**config.mk**
```make
export PLATFORM = sky130hd
export DESIGN_NAME = bus_voltage_average_monitor
export DESIGN_NICKNAME = d
export VERILOG_FILES = /design/src/bvam_pkg.sv /design/src/bvam_ring.sv /design/src/bvam_div.sv /design/src/bus_voltage_average_monitor.sv
export SDC_FILE = /design/constraint.sdc
export NUM_CORES = 2
export LEC_CHECK = 0
export ABC_AREA = 1
export BUFFER_PORTS_ARGS = -buffer_cell sky130_fd_sc_hd__buf_2
export CORE_ASPECT_RATIO = 1.1
export CORE_MARGIN = 2
export CORE_UTILIZATION = 35
export CTS_CLUSTER_SIZE = 8
export DETAILED_ROUTE_END_ITERATION = 7
export PLACE_DENSITY = 0.52
export REMOVE_ABC_BUFFERS = 1
export SLEW_MARGIN = 20
export SYNTH_ARGS = -nofsm -noshare
export SYNTH_HDL_FRONTEND = slang
export SYNTH_SLANG_ARGS = --single-unit
```
**constraint.sdc**
```tcl
create_clock -name aclk -period 6.3 [get_ports aclk]
set_input_delay 0.315 -clock aclk [delete_from_list [all_inputs] [get_ports aclk]]
set_output_delay 0.315 -clock aclk [all_outputs]
set_load 0.1 [all_outputs]
```
**src/bvam_pkg.sv**
```systemverilog
`timescale 1ns / 1ps
`default_nettype none

package bvam_pkg;

    localparam int SAMPLE_W       = 16;
    localparam int WIN_W          = 7;
    localparam int CFG_IDX_W      = 2;
    localparam int CFG_DATA_W     = 16;
    localparam int M_TDATA_W      = 40;
    localparam int MAX_WINDOW_DEF = 64;
    localparam int MIN_WINDOW     = 3;
    localparam int TRIM_COUNT     = 2;

    localparam logic [SAMPLE_W-1:0] SATURATED = 16'hFFFF;

    localparam logic [SAMPLE_W-1:0] OVER_RESET   = 16'd65534;
    localparam logic [SAMPLE_W-1:0] UNDER_RESET  = 16'd0;
    localparam logic [WIN_W-1:0]    WINDOW_RESET = 7'd64;
    localparam logic                MODE_RESET   = 1'b0;
    localparam logic [SAMPLE_W-1:0] MID_RESET    = 16'd32767;

    localparam logic [CFG_IDX_W-1:0] REG_OVER   = 2'd0;
    localparam logic [CFG_IDX_W-1:0] REG_UNDER  = 2'd1;
    localparam logic [CFG_IDX_W-1:0] REG_WINDOW = 2'd2;
    localparam logic [CFG_IDX_W-1:0] REG_MODE   = 2'd3;

    localparam logic REQ_SAMPLE = 1'b0;
    localparam logic REQ_CLEAR  = 1'b1;

    localparam logic MODE_DIRECT   = 1'b0;
    localparam logic MODE_FILTERED = 1'b1;

    typedef enum logic [1:0] {
        FAULT_NONE  = 2'd0,
        FAULT_OVER  = 2'd1,
        FAULT_UNDER = 2'd2
    } fault_t;

endpackage

`default_nettype wire

```
**src/bvam_ring.sv**
```systemverilog
`timescale 1ns / 1ps
`default_nettype none

module bvam_ring #(
    parameter int MAX_WINDOW = 64,
    parameter int IDX_W      = 6
) (
    input  wire logic                          aclk,
    input  wire logic                          aresetn,
    input  wire logic                          wr_en,
    input  wire logic [IDX_W-1:0]              wr_addr,
    input  wire logic [bvam_pkg::SAMPLE_W-1:0] wr_data,
    input  wire logic [IDX_W-1:0]              rd_addr,
    output logic      [bvam_pkg::SAMPLE_W-1:0] rd_data,
    input  wire logic                          clr,
    input  wire logic [bvam_pkg::SAMPLE_W-1:0] clr_value
);
    import bvam_pkg::*;

    logic [SAMPLE_W-1:0]   mem [MAX_WINDOW];
    logic [MAX_WINDOW-1:0] valid_reg;
    logic [SAMPLE_W-1:0]   clr_val_reg;
    logic [SAMPLE_W-1:0]   rd_raw_reg;
    logic                  rd_valid_reg;

    // Entry storage and registered read port
    always_ff @(posedge aclk) begin
        if (wr_en) begin
            mem[wr_addr] <= wr_data;
        end
        rd_raw_reg <= mem[rd_addr];
    end

    // Entries never written since the last clear read as the fill value
    always_ff @(posedge aclk) begin
        if (!aresetn) begin
            valid_reg    <= '0;
            clr_val_reg  <= MID_RESET;
            rd_valid_reg <= 1'b0;
        end else begin
            rd_valid_reg <= valid_reg[rd_addr];
            if (clr) begin
                valid_reg   <= '0;
                clr_val_reg <= clr_value;
            end else if (wr_en) begin
                valid_reg[wr_addr] <= 1'b1;
            end
        end
    end

    assign rd_data = rd_valid_reg ? rd_raw_reg : clr_val_reg;

endmodule

`default_nettype wire

```
**src/bvam_div.sv**
```systemverilog
`timescale 1ns / 1ps
`default_nettype none

module bvam_div #(
    parameter int SUM_W = 22,
    parameter int LEN_W = 7
) (
    input  wire logic             aclk,
    input  wire logic             aresetn,
    input  wire logic             start,
    input  wire logic [SUM_W-1:0] dividend,
    input  wire logic [LEN_W-1:0] divisor,
    output logic                  done,
    output logic      [SUM_W-1:0] quotient
);
    import bvam_pkg::*;

    localparam int CNT_W = $clog2(SUM_W + 1);

    logic [SUM_W-1:0] quo_reg;
    logic [LEN_W-1:0] rem_reg;
    logic [LEN_W-1:0] dvs_reg;
    logic [CNT_W-1:0] cnt_reg;
    logic             busy_reg;
    logic             done_reg;
    logic [LEN_W:0]   shifted;
    logic             fits;

    // One restoring step per cycle, quotient bits shift in from the right
    always_comb begin
        shifted = {rem_reg, quo_reg[SUM_W-1]};
        fits    = (shifted >= {1'b0, dvs_reg});
    end

    always_ff @(posedge aclk) begin
        if (!aresetn) begin
            busy_reg <= 1'b0;
            done_reg <= 1'b0;
            cnt_reg  <= '0;
        end else begin
            done_reg <= 1'b0;
            if (start) begin
                busy_reg <= 1'b1;
                cnt_reg  <= CNT_W'(SUM_W);
            end else if (busy_reg) begin
                cnt_reg <= cnt_reg - 1'b1;
                if (cnt_reg == CNT_W'(1)) begin
                    busy_reg <= 1'b0;
                    done_reg <= 1'b1;
                end
            end
        end
    end

    always_ff @(posedge aclk) begin
        if (start) begin
            quo_reg <= dividend;
            rem_reg <= '0;
            dvs_reg <= divisor;
        end else if (busy_reg) begin
            quo_reg <= {quo_reg[SUM_W-2:0], fits};
            rem_reg <= fits ? LEN_W'(shifted - {1'b0, dvs_reg}) : shifted[LEN_W-1:0];
        end
    end

    assign done     = done_reg;
    assign quotient = quo_reg;

endmodule

`default_nettype wire

```
**src/bus_voltage_average_monitor.sv**
```systemverilog
`timescale 1ns / 1ps
`default_nettype none

// A clear or saturated sample goes from accept through ST_OUT to the result; a mid-burst
// sample passes ST_BURST, then ST_OUT. A ring push runs ST_PUSH, the L-entry sweep of the
// ring memory in ST_SWEEP, then SUM_W steps of the shared divider in ST_ADIV; a burst that
// completes adds SUM_W divider steps in ST_TDIV first. One item in flight; the next item is
// taken once a result is staged. Reset (synchronous, aresetn low): registers to defaults,
// every ring entry reads as the midpoint 32767 through per-entry valid bits; no clearing pass.
module bus_voltage_average_monitor #(
    parameter int MAX_WINDOW = bvam_pkg::MAX_WINDOW_DEF
) (
    input  wire logic                            aclk,
    input  wire logic                            aresetn,
    // input items
    input  wire logic                            s_tvalid,
    output logic                                 s_tready,
    input  wire logic [bvam_pkg::SAMPLE_W-1:0]   s_tdata,   // [15:0] sample
    input  wire logic                            s_tuser,   // [0] req_type
    // result items
    output logic                                 m_tvalid,
    input  wire logic                            m_tready,
    output logic      [bvam_pkg::M_TDATA_W-1:0]  m_tdata,   // [15:0] average, [31:16] latest,
                                                            // [33:32] fault, [39:34] zero
    output logic                                 m_tuser,   // [0] updated
    // configuration writes
    input  wire logic                            cfg_we,
    input  wire logic [bvam_pkg::CFG_IDX_W-1:0]  cfg_index,
    input  wire logic [bvam_pkg::CFG_DATA_W-1:0] cfg_data
);
    import bvam_pkg::*;

    localparam int IDX_W = $clog2(MAX_WINDOW);
    localparam int LEN_W = $clog2(MAX_WINDOW + 1);
    localparam int SUM_W = SAMPLE_W + $clog2(MAX_WINDOW);

    typedef enum logic [2:0] {
        ST_IDLE,
        ST_BURST,
        ST_TDIV,
        ST_PUSH,
        ST_SWEEP,
        ST_ADIV,
        ST_OUT
    } state_t;

    state_t state_reg;

    // configuration registers
    logic [SAMPLE_W-1:0] over_reg;
    logic [SAMPLE_W-1:0] under_reg;
    logic [WIN_W-1:0]    window_reg;
    logic                mode_reg;

    // block state
    logic [IDX_W-1:0]    write_pos_reg;
    logic [SAMPLE_W-1:0] average_reg;
    logic [SAMPLE_W-1:0] latest_reg;
    logic [LEN_W-1:0]    burst_count_reg;
    logic [SUM_W-1:0]    burst_sum_reg;
    logic [SAMPLE_W-1:0] burst_min_reg;
    logic [SAMPLE_W-1:0] burst_max_reg;

    // working registers
    logic [SAMPLE_W-1:0] push_val_reg;
    logic [LEN_W-1:0]    sweep_cnt_reg;
    logic [SUM_W-1:0]    acc_reg;
    logic                updated_reg;

    // result register
    logic                 m_tvalid_reg;
    logic [M_TDATA_W-1:0] m_tdata_reg;
    logic                 m_tuser_reg;

    logic [LEN_W-1:0]    eff_len;
    logic [SAMPLE_W:0]   mid_wide;
    logic [SAMPLE_W-1:0] midpoint;
    logic                s_fire;
    logic                out_free;
    logic                out_load;
    fault_t              fault;

    logic [SUM_W-1:0]    burst_base;
    logic [SUM_W-1:0]    trimmed;
    logic [LEN_W:0]      pos_inc;

    logic                ring_clr;
    logic                ring_wr;
    logic [SAMPLE_W-1:0] ring_rd_data;

    logic                div_start;
    logic [SUM_W-1:0]    div_dividend;
    logic [LEN_W-1:0]    div_divisor;
    logic                div_done;
    logic [SUM_W-1:0]    div_quotient;

    // Clamp the configured window into the ring's range
    always_comb begin
        if (window_reg < WIN_W'(MIN_WINDOW)) begin
            eff_len = LEN_W'(MIN_WINDOW);
        end else if (32'(window_reg) > MAX_WINDOW) begin
            eff_len = LEN_W'(MAX_WINDOW);
        end else begin
            eff_len = LEN_W'(window_reg);
        end
    end

    assign mid_wide = {1'b0, over_reg} + {1'b0, under_reg};
    assign midpoint = mid_wide[SAMPLE_W:1];

    assign s_tready = (state_reg == ST_IDLE);
    assign s_fire   = s_tvalid && s_tready;
    assign out_free = !m_tvalid_reg || m_tready;
    assign out_load = (state_reg == ST_OUT) && out_free;

    // Fault code follows the current average and thresholds
    always_comb begin
        if (average_reg > over_reg) begin
            fault = FAULT_OVER;
        end else if (average_reg < under_reg) begin
            fault = FAULT_UNDER;
        end else begin
            fault = FAULT_NONE;
        end
    end

    // Trim the largest and smallest sample off a full burst
    assign trimmed = burst_sum_reg - SUM_W'(burst_max_reg) - SUM_W'(burst_min_reg);
    assign burst_base = (burst_count_reg == '0) ? '0 : burst_sum_reg;
    assign pos_inc = (LEN_W + 1)'(write_pos_reg) + 1'b1;

    // Ring clear and write strobes
    assign ring_clr = s_fire && (s_tuser == REQ_CLEAR);
    assign ring_wr  = (state_reg == ST_PUSH);

    // Shared divider: trimmed burst sum by L-2, or ring sum by L
    always_comb begin
        div_start    = 1'b0;
        div_dividend = acc_reg;
        div_divisor  = eff_len;
        case (state_reg)
            ST_BURST: begin
                div_start    = (burst_count_reg >= eff_len);
                div_dividend = trimmed;
                div_divisor  = eff_len - LEN_W'(TRIM_COUNT);
            end
            ST_SWEEP: begin
                div_start = (sweep_cnt_reg == eff_len);
            end
            default: begin
                div_start = 1'b0;
            end
        endcase
    end

    // Configuration register writes
    always_ff @(posedge aclk) begin
        if (!aresetn) begin
            over_reg   <= OVER_RESET;
            under_reg  <= UNDER_RESET;
            window_reg <= WINDOW_RESET;
            mode_reg   <= MODE_RESET;
        end else if (cfg_we) begin
            case (cfg_index)
                REG_OVER:   over_reg   <= cfg_data;
                REG_UNDER:  under_reg  <= cfg_data;
                REG_WINDOW: window_reg <= cfg_data[WIN_W-1:0];
                REG_MODE:   mode_reg   <= cfg_data[0];
                default:    ;
            endcase
        end
    end

    // Sequencer: accept, gather burst, divide, write ring, sweep, divide, stage result
    always_ff @(posedge aclk) begin
        if (!aresetn) begin
            state_reg       <= ST_IDLE;
            write_pos_reg   <= '0;
            average_reg     <= MID_RESET;
            latest_reg      <= MID_RESET;
            burst_count_reg <= '0;
            burst_sum_reg   <= '0;
            burst_min_reg   <= '0;
            burst_max_reg   <= '0;
            updated_reg     <= 1'b0;
            m_tvalid_reg    <= 1'b0;
        end else begin
            if (m_tready && !out_load) begin
                m_tvalid_reg <= 1'b0;
            end
            case (state_reg)
                ST_IDLE: begin
                    if (s_fire) begin
                        updated_reg <= 1'b0;
                        state_reg   <= ST_OUT;
                        if (s_tuser == REQ_CLEAR) begin
                            // refill with midpoint, drop any partial burst
                            write_pos_reg   <= '0;
                            average_reg     <= midpoint;
                            latest_reg      <= midpoint;
                            burst_count_reg <= '0;
                            burst_sum_reg   <= '0;
                            burst_min_reg   <= '0;
                            burst_max_reg   <= '0;
                        end else if (s_tdata != SATURATED) begin
                            if (mode_reg == MODE_DIRECT) begin
                                push_val_reg <= s_tdata;
                                state_reg    <= ST_PUSH;
                            end else begin
                                burst_count_reg <= burst_count_reg + 1'b1;
                                burst_sum_reg   <= burst_base + SUM_W'(s_tdata);
                                if (burst_count_reg == '0) begin
                                    burst_min_reg <= s_tdata;
                                    burst_max_reg <= s_tdata;
                                end else begin
                                    if (s_tdata < burst_min_reg) burst_min_reg <= s_tdata;
                                    if (s_tdata > burst_max_reg) burst_max_reg <= s_tdata;
                                end
                                state_reg <= ST_BURST;
                            end
                        end
                    end
                end
                ST_BURST: begin
                    if (div_start) begin
                        burst_count_reg <= '0;
                        burst_sum_reg   <= '0;
                        burst_min_reg   <= '0;
                        burst_max_reg   <= '0;
                        state_reg       <= ST_TDIV;
                    end else begin
                        state_reg <= ST_OUT;
                    end
                end
                ST_TDIV: begin
                    if (div_done) begin
                        push_val_reg <= div_quotient[SAMPLE_W-1:0];
                        state_reg    <= ST_PUSH;
                    end
                end
                ST_PUSH: begin
                    // entry is written this cycle; advance or wrap the write position
                    latest_reg    <= push_val_reg;
                    write_pos_reg <= (pos_inc < (LEN_W + 1)'(eff_len))
                                     ? pos_inc[IDX_W-1:0] : '0;
                    sweep_cnt_reg <= '0;
                    acc_reg       <= '0;
                    state_reg     <= ST_SWEEP;
                end
                ST_SWEEP: begin
                    // read entry cnt, add entry cnt-1 returned by the memory
                    if (sweep_cnt_reg != '0) begin
                        acc_reg <= acc_reg + SUM_W'(ring_rd_data);
                    end
                    if (div_start) begin
                        state_reg <= ST_ADIV;
                    end else begin
                        sweep_cnt_reg <= sweep_cnt_reg + 1'b1;
                    end
                end
                ST_ADIV: begin
                    if (div_done) begin
                        average_reg <= div_quotient[SAMPLE_W-1:0];
                        updated_reg <= 1'b1;
                        state_reg   <= ST_OUT;
                    end
                end
                ST_OUT: begin
                    // hold until the result register is free
                    if (out_free) begin
                        m_tvalid_reg <= 1'b1;
                        m_tdata_reg  <= {6'b0, fault, latest_reg, average_reg};
                        m_tuser_reg  <= updated_reg;
                        state_reg    <= ST_IDLE;
                    end
                end
                default: begin
                    state_reg <= ST_IDLE;
                end
            endcase
        end
    end

    // Sweep accumulation sees the divider's start in the same cycle as the last add,
    // so the dividend must include that final entry
    logic [SUM_W-1:0] acc_final;
    assign acc_final = acc_reg + SUM_W'(ring_rd_data);

    bvam_ring #(
        .MAX_WINDOW (MAX_WINDOW),
        .IDX_W      (IDX_W)
    ) u_ring (
        .aclk      (aclk),
        .aresetn   (aresetn),
        .wr_en     (ring_wr),
        .wr_addr   (write_pos_reg),
        .wr_data   (push_val_reg),
        .rd_addr   (sweep_cnt_reg[IDX_W-1:0]),
        .rd_data   (ring_rd_data),
        .clr       (ring_clr),
        .clr_value (midpoint)
    );

    bvam_div #(
        .SUM_W (SUM_W),
        .LEN_W (LEN_W)
    ) u_div (
        .aclk     (aclk),
        .aresetn  (aresetn),
        .start    (div_start),
        .dividend ((state_reg == ST_SWEEP) ? acc_final : div_dividend),
        .divisor  (div_divisor),
        .done     (div_done),
        .quotient (div_quotient)
    );

    assign m_tvalid = m_tvalid_reg;
    assign m_tdata  = m_tdata_reg;
    assign m_tuser  = m_tuser_reg;

endmodule

`default_nettype wire
```
==> results.json <==
{
  "status": "finished clean",
  "r2r-start": "window_reg[6]",
  "slowest_stage": "nand3_1",
  "ys.flop_type": "edfxtp_1",
  "dr.pass1.iters": 7,
  "setup_viol": 0,
  "top_layer": "met4",
  "grt_pass1_wl_mm": 283,
  "areaGrowthSynthToFinish_pct": 14.4,
  "drc": 0,
  "cts_root_buffer": "clkbuf_16",
  "dr_wl_met3_mm": 11.7,
  "synth.distinct_cells": 56,
  "synth_seq_cells": 1388,
  "max_cap_viol_count": 0,
  "cts_setup_buffers": 0,
  "finalClockSkew_ns": 0.0831,
  "final_util_pct": 40.3,
  "synth.cell_area_mm2": 0.0616,
  "clk_path_buf_depth": 3,
  "portBuffers": 76,
  "cts_resized": 0,
  "async_reset_ff_share_pct": 0,
  "grt_pass1_vias": 42900,
  "dp_hpwl_mm": 115,
  "cp_slowest_stage_delay_ns": 0.90,
  "crit_chain": "inv_2 > nand2_1 > ha_1 > nand2_1 > o21a_1 > nand3_1 > nand2_1 > nand3_1",
  "ios": 83,
  "hold_start": "aresetn",
  "largest_reg_flops": 1024,
  "fin_hold_ws_ns": 0.0647,
  "startpoint": "window_reg[6]",
  "via_per_inst": 5.34,
  "fin_ws_ns": 2.59,
  "finalPower_mw": 31.1,
  "place_inst": 8097,
  "cts_tree": "yes",
  "m1WireLength_mm": 86.0,
  "die-area_mm2": 0.179,
  "placed_area_mm2": 0.0643,
  "postSynthAreaPerCell_um2": 10.3,
  "drv_slew": 0,
  "first_iter_violations": 4394,
  "cp.required_ns": 6.53,
  "critPathMaxFanout": 22,
  "ant_nets": 0,
  "vias": 45200,
  "chipHeight_um": 444,
  "critical_path_arrival_ns": 3.94,
  "critPathKind": "flip-flop to flip-flop",
  "finalHoldViolCount": 0,
  "finalNonFillerCells": 8471,
  "r2r.worst_path.cells": 8,
  "routedWlPerCell_um": 22.5,
  "met2_wirelength_mm": 87.4,
  "die_w_um": 404,
  "crit_path_end_kind": "flip-flop",
  "fin_setup_tns_ns": 0,
  "std_cell_rows": 161,
  "synthCells": 5957,
  "h-tree-depth": 4,
  "tightest_slew_ns": 1.13,
  "gp_congestion": 0.905,
  "gr-usage-all-layers_pct": 20.9,
  "totalWireLength_mm": 191,
  "hold_depth": 3,
  "start_util_pct": 35.2,
  "vdd_ir_drop_max_v": 0.000285,
  "maxSlewHeadroom_pct": 24.9,
  "rsz0062_at_grt": "no",
  "clkLatencyLatePin_ns": 0.86,
  "finalCriticalPeriod_ns": 3.71,
  "synth_edf_count": 1133,
  "timing.final.crit_share_pct": 58.9,
  "antenna_found_initial": 6,
  "power_leakage_nw": 25.4,
  "clk_pin_slew_ns": 0.07,
  "seq_area_frac_synth_pct": 63.6,
  "hp-class": "input pin to flip-flop",
  "grt_max_degree": 173,
  "core_mm2": 0.175,
  "timing.fmax_mhz": 270,
  "fin_area_mm2": 0.0704,
  "cts_buffers": 192,
  "ys_warn_count": 0,
  "start_kind": "flip-flop",
  "drive_above_1_share_pct": 7.56,
  "pwr_density_cell_mw_per_mm2": 442,
  "nNetsFinal": 6264,
  "grt.overflow.total": 0,
  "cts_sinks": 1388,
  "place_ws_ns": 2.65,
  "path_common_cell": "nand2_1"
}
-- cell usage after synthesis, types with 2 or more instances --
cell         n  area (µm²)
nor2_1     988        3710
nand2_2      4        25.0
buf_4       23         173
nor3_2       2        20.0
a22oi_1     19         143
a31oi_1      2        12.5
clkbuf_1   195         732
o31ai_1      4        30.0
buf_2       83         415
o22ai_1    277        1730
mux2_2       8        90.1
o21ai_1     26         130
fa_1        20         400
nand4_1     88         551
buf_1        8        30.0
or2_2        7        43.8
o21a_1      17         128
nand2_1    907        3400
o21ai_0    695        3480
nor4_1       4        25.0
and2_1       2        12.5
inv_2       15        56.3
nor2_2      13        81.3
edfxtp_1  1133       34000
clkinv_1     5        18.8
or3_1        2        12.5
nor3_1      31         155
xor2_1      22         193
a21oi_1    279        1400
a21o_1       9        67.6
ha_1       156        1950
xnor2_1     12         105
nand3b_1    14         105
inv_1      336        1260
o21bai_1    11        82.6
o211ai_1    36         270
buf_6        9         101
dfxtp_1    255        5100
a211oi_1     5        37.5
nand3_1    219        1100
-- power breakdown --
part,total [mW],internal (mW),switching (mW),leakage [nW]
clock network,9.82,5.81,4.00,2.71
logic,9.98,2.96,7.02,10.4
registers,11.3,10.8,0.501,12.3
-- layer usage --
| metal | vias up | global-route usage (%) |
|---|---|---|
| met2 | 1448 | 33.1 |
| li1 | 21200 | - |
| met3 | 282 | 3.16 |
| met4 | 0 | 6.77 |
| met5 | - | 0 |
| met1 | 22300 | 29.5 |
-- layout by cell type (no fill, tap or decap), types with 123 or more instances in the layout --
master and n:
edfxtp_1 1133, o22ai_1 277, nor2_1 964, dfxtp_1 255
o21ai_0 695, clkbuf_1 123, inv_1 335, nand2_1 904
ha_1 156, nand3_1 219, clkbuf_16 196, a21oi_1 278
-- critical path, delay by kind of cell, from the launching register on --
kind,cells,cell delay [ns]
flops,1,0.37
fa+ha+maj,1,0.40
compound gates,1,0.13
buf+inv,1,0.23
simple gates,5,1.99
-- area by class of cell --
type | count | area (µm²)
Sequential cell | 1388 | 39100
Multi-Input combinational cell | 3899 | 19800
Antenna cell | 1 | 2.50
Timing Repair Buffer | 210 | 1570
Clock buffer | 322 | 5410
Fill cell | 17000 | 104000
Inverter | 357 | 1360
Clock inverter | 12 | 322
Tap cell | 2282 | 2860
-- timing repair --
action,in CTS,in global routing
hold buffers,39,0
setup endpoints to repair,0,0
endpoints found under the hold margin,86,0
-- logic make-up (layout without fill, tap and decap cells) --
logic type | after synthesis | count (layout) | share of synthesized area, %
AND/OR/NAND/NOR | 2288 | 2288 | 15.1
flip-flops | 1388 | 1388 | 63.6
AO/OA/AOI/OAI | 1387 | 1387 | 12.3
buffers and inverters | 675 | 901 | 4.54
adder cells (fa/ha/maj) | 176 | 176 | 3.82
XOR/XNOR | 34 | 34 | 0.484
multiplexers | 8 | 8 | 0.146
other | 1 | 7 | 0.00609
-- path summary, 6_finish.rpt --
kind / end / slack (ns)
worst min register to register: m_tdata[17] / 0.43
worst max register to register: u_div.quotient[17] / 2.59
worst max-delay path: u_div.quotient[17] / 2.59
worst min-delay path: burst_min_reg[15] / 0.06
Power figures use the tool's default switching activity.
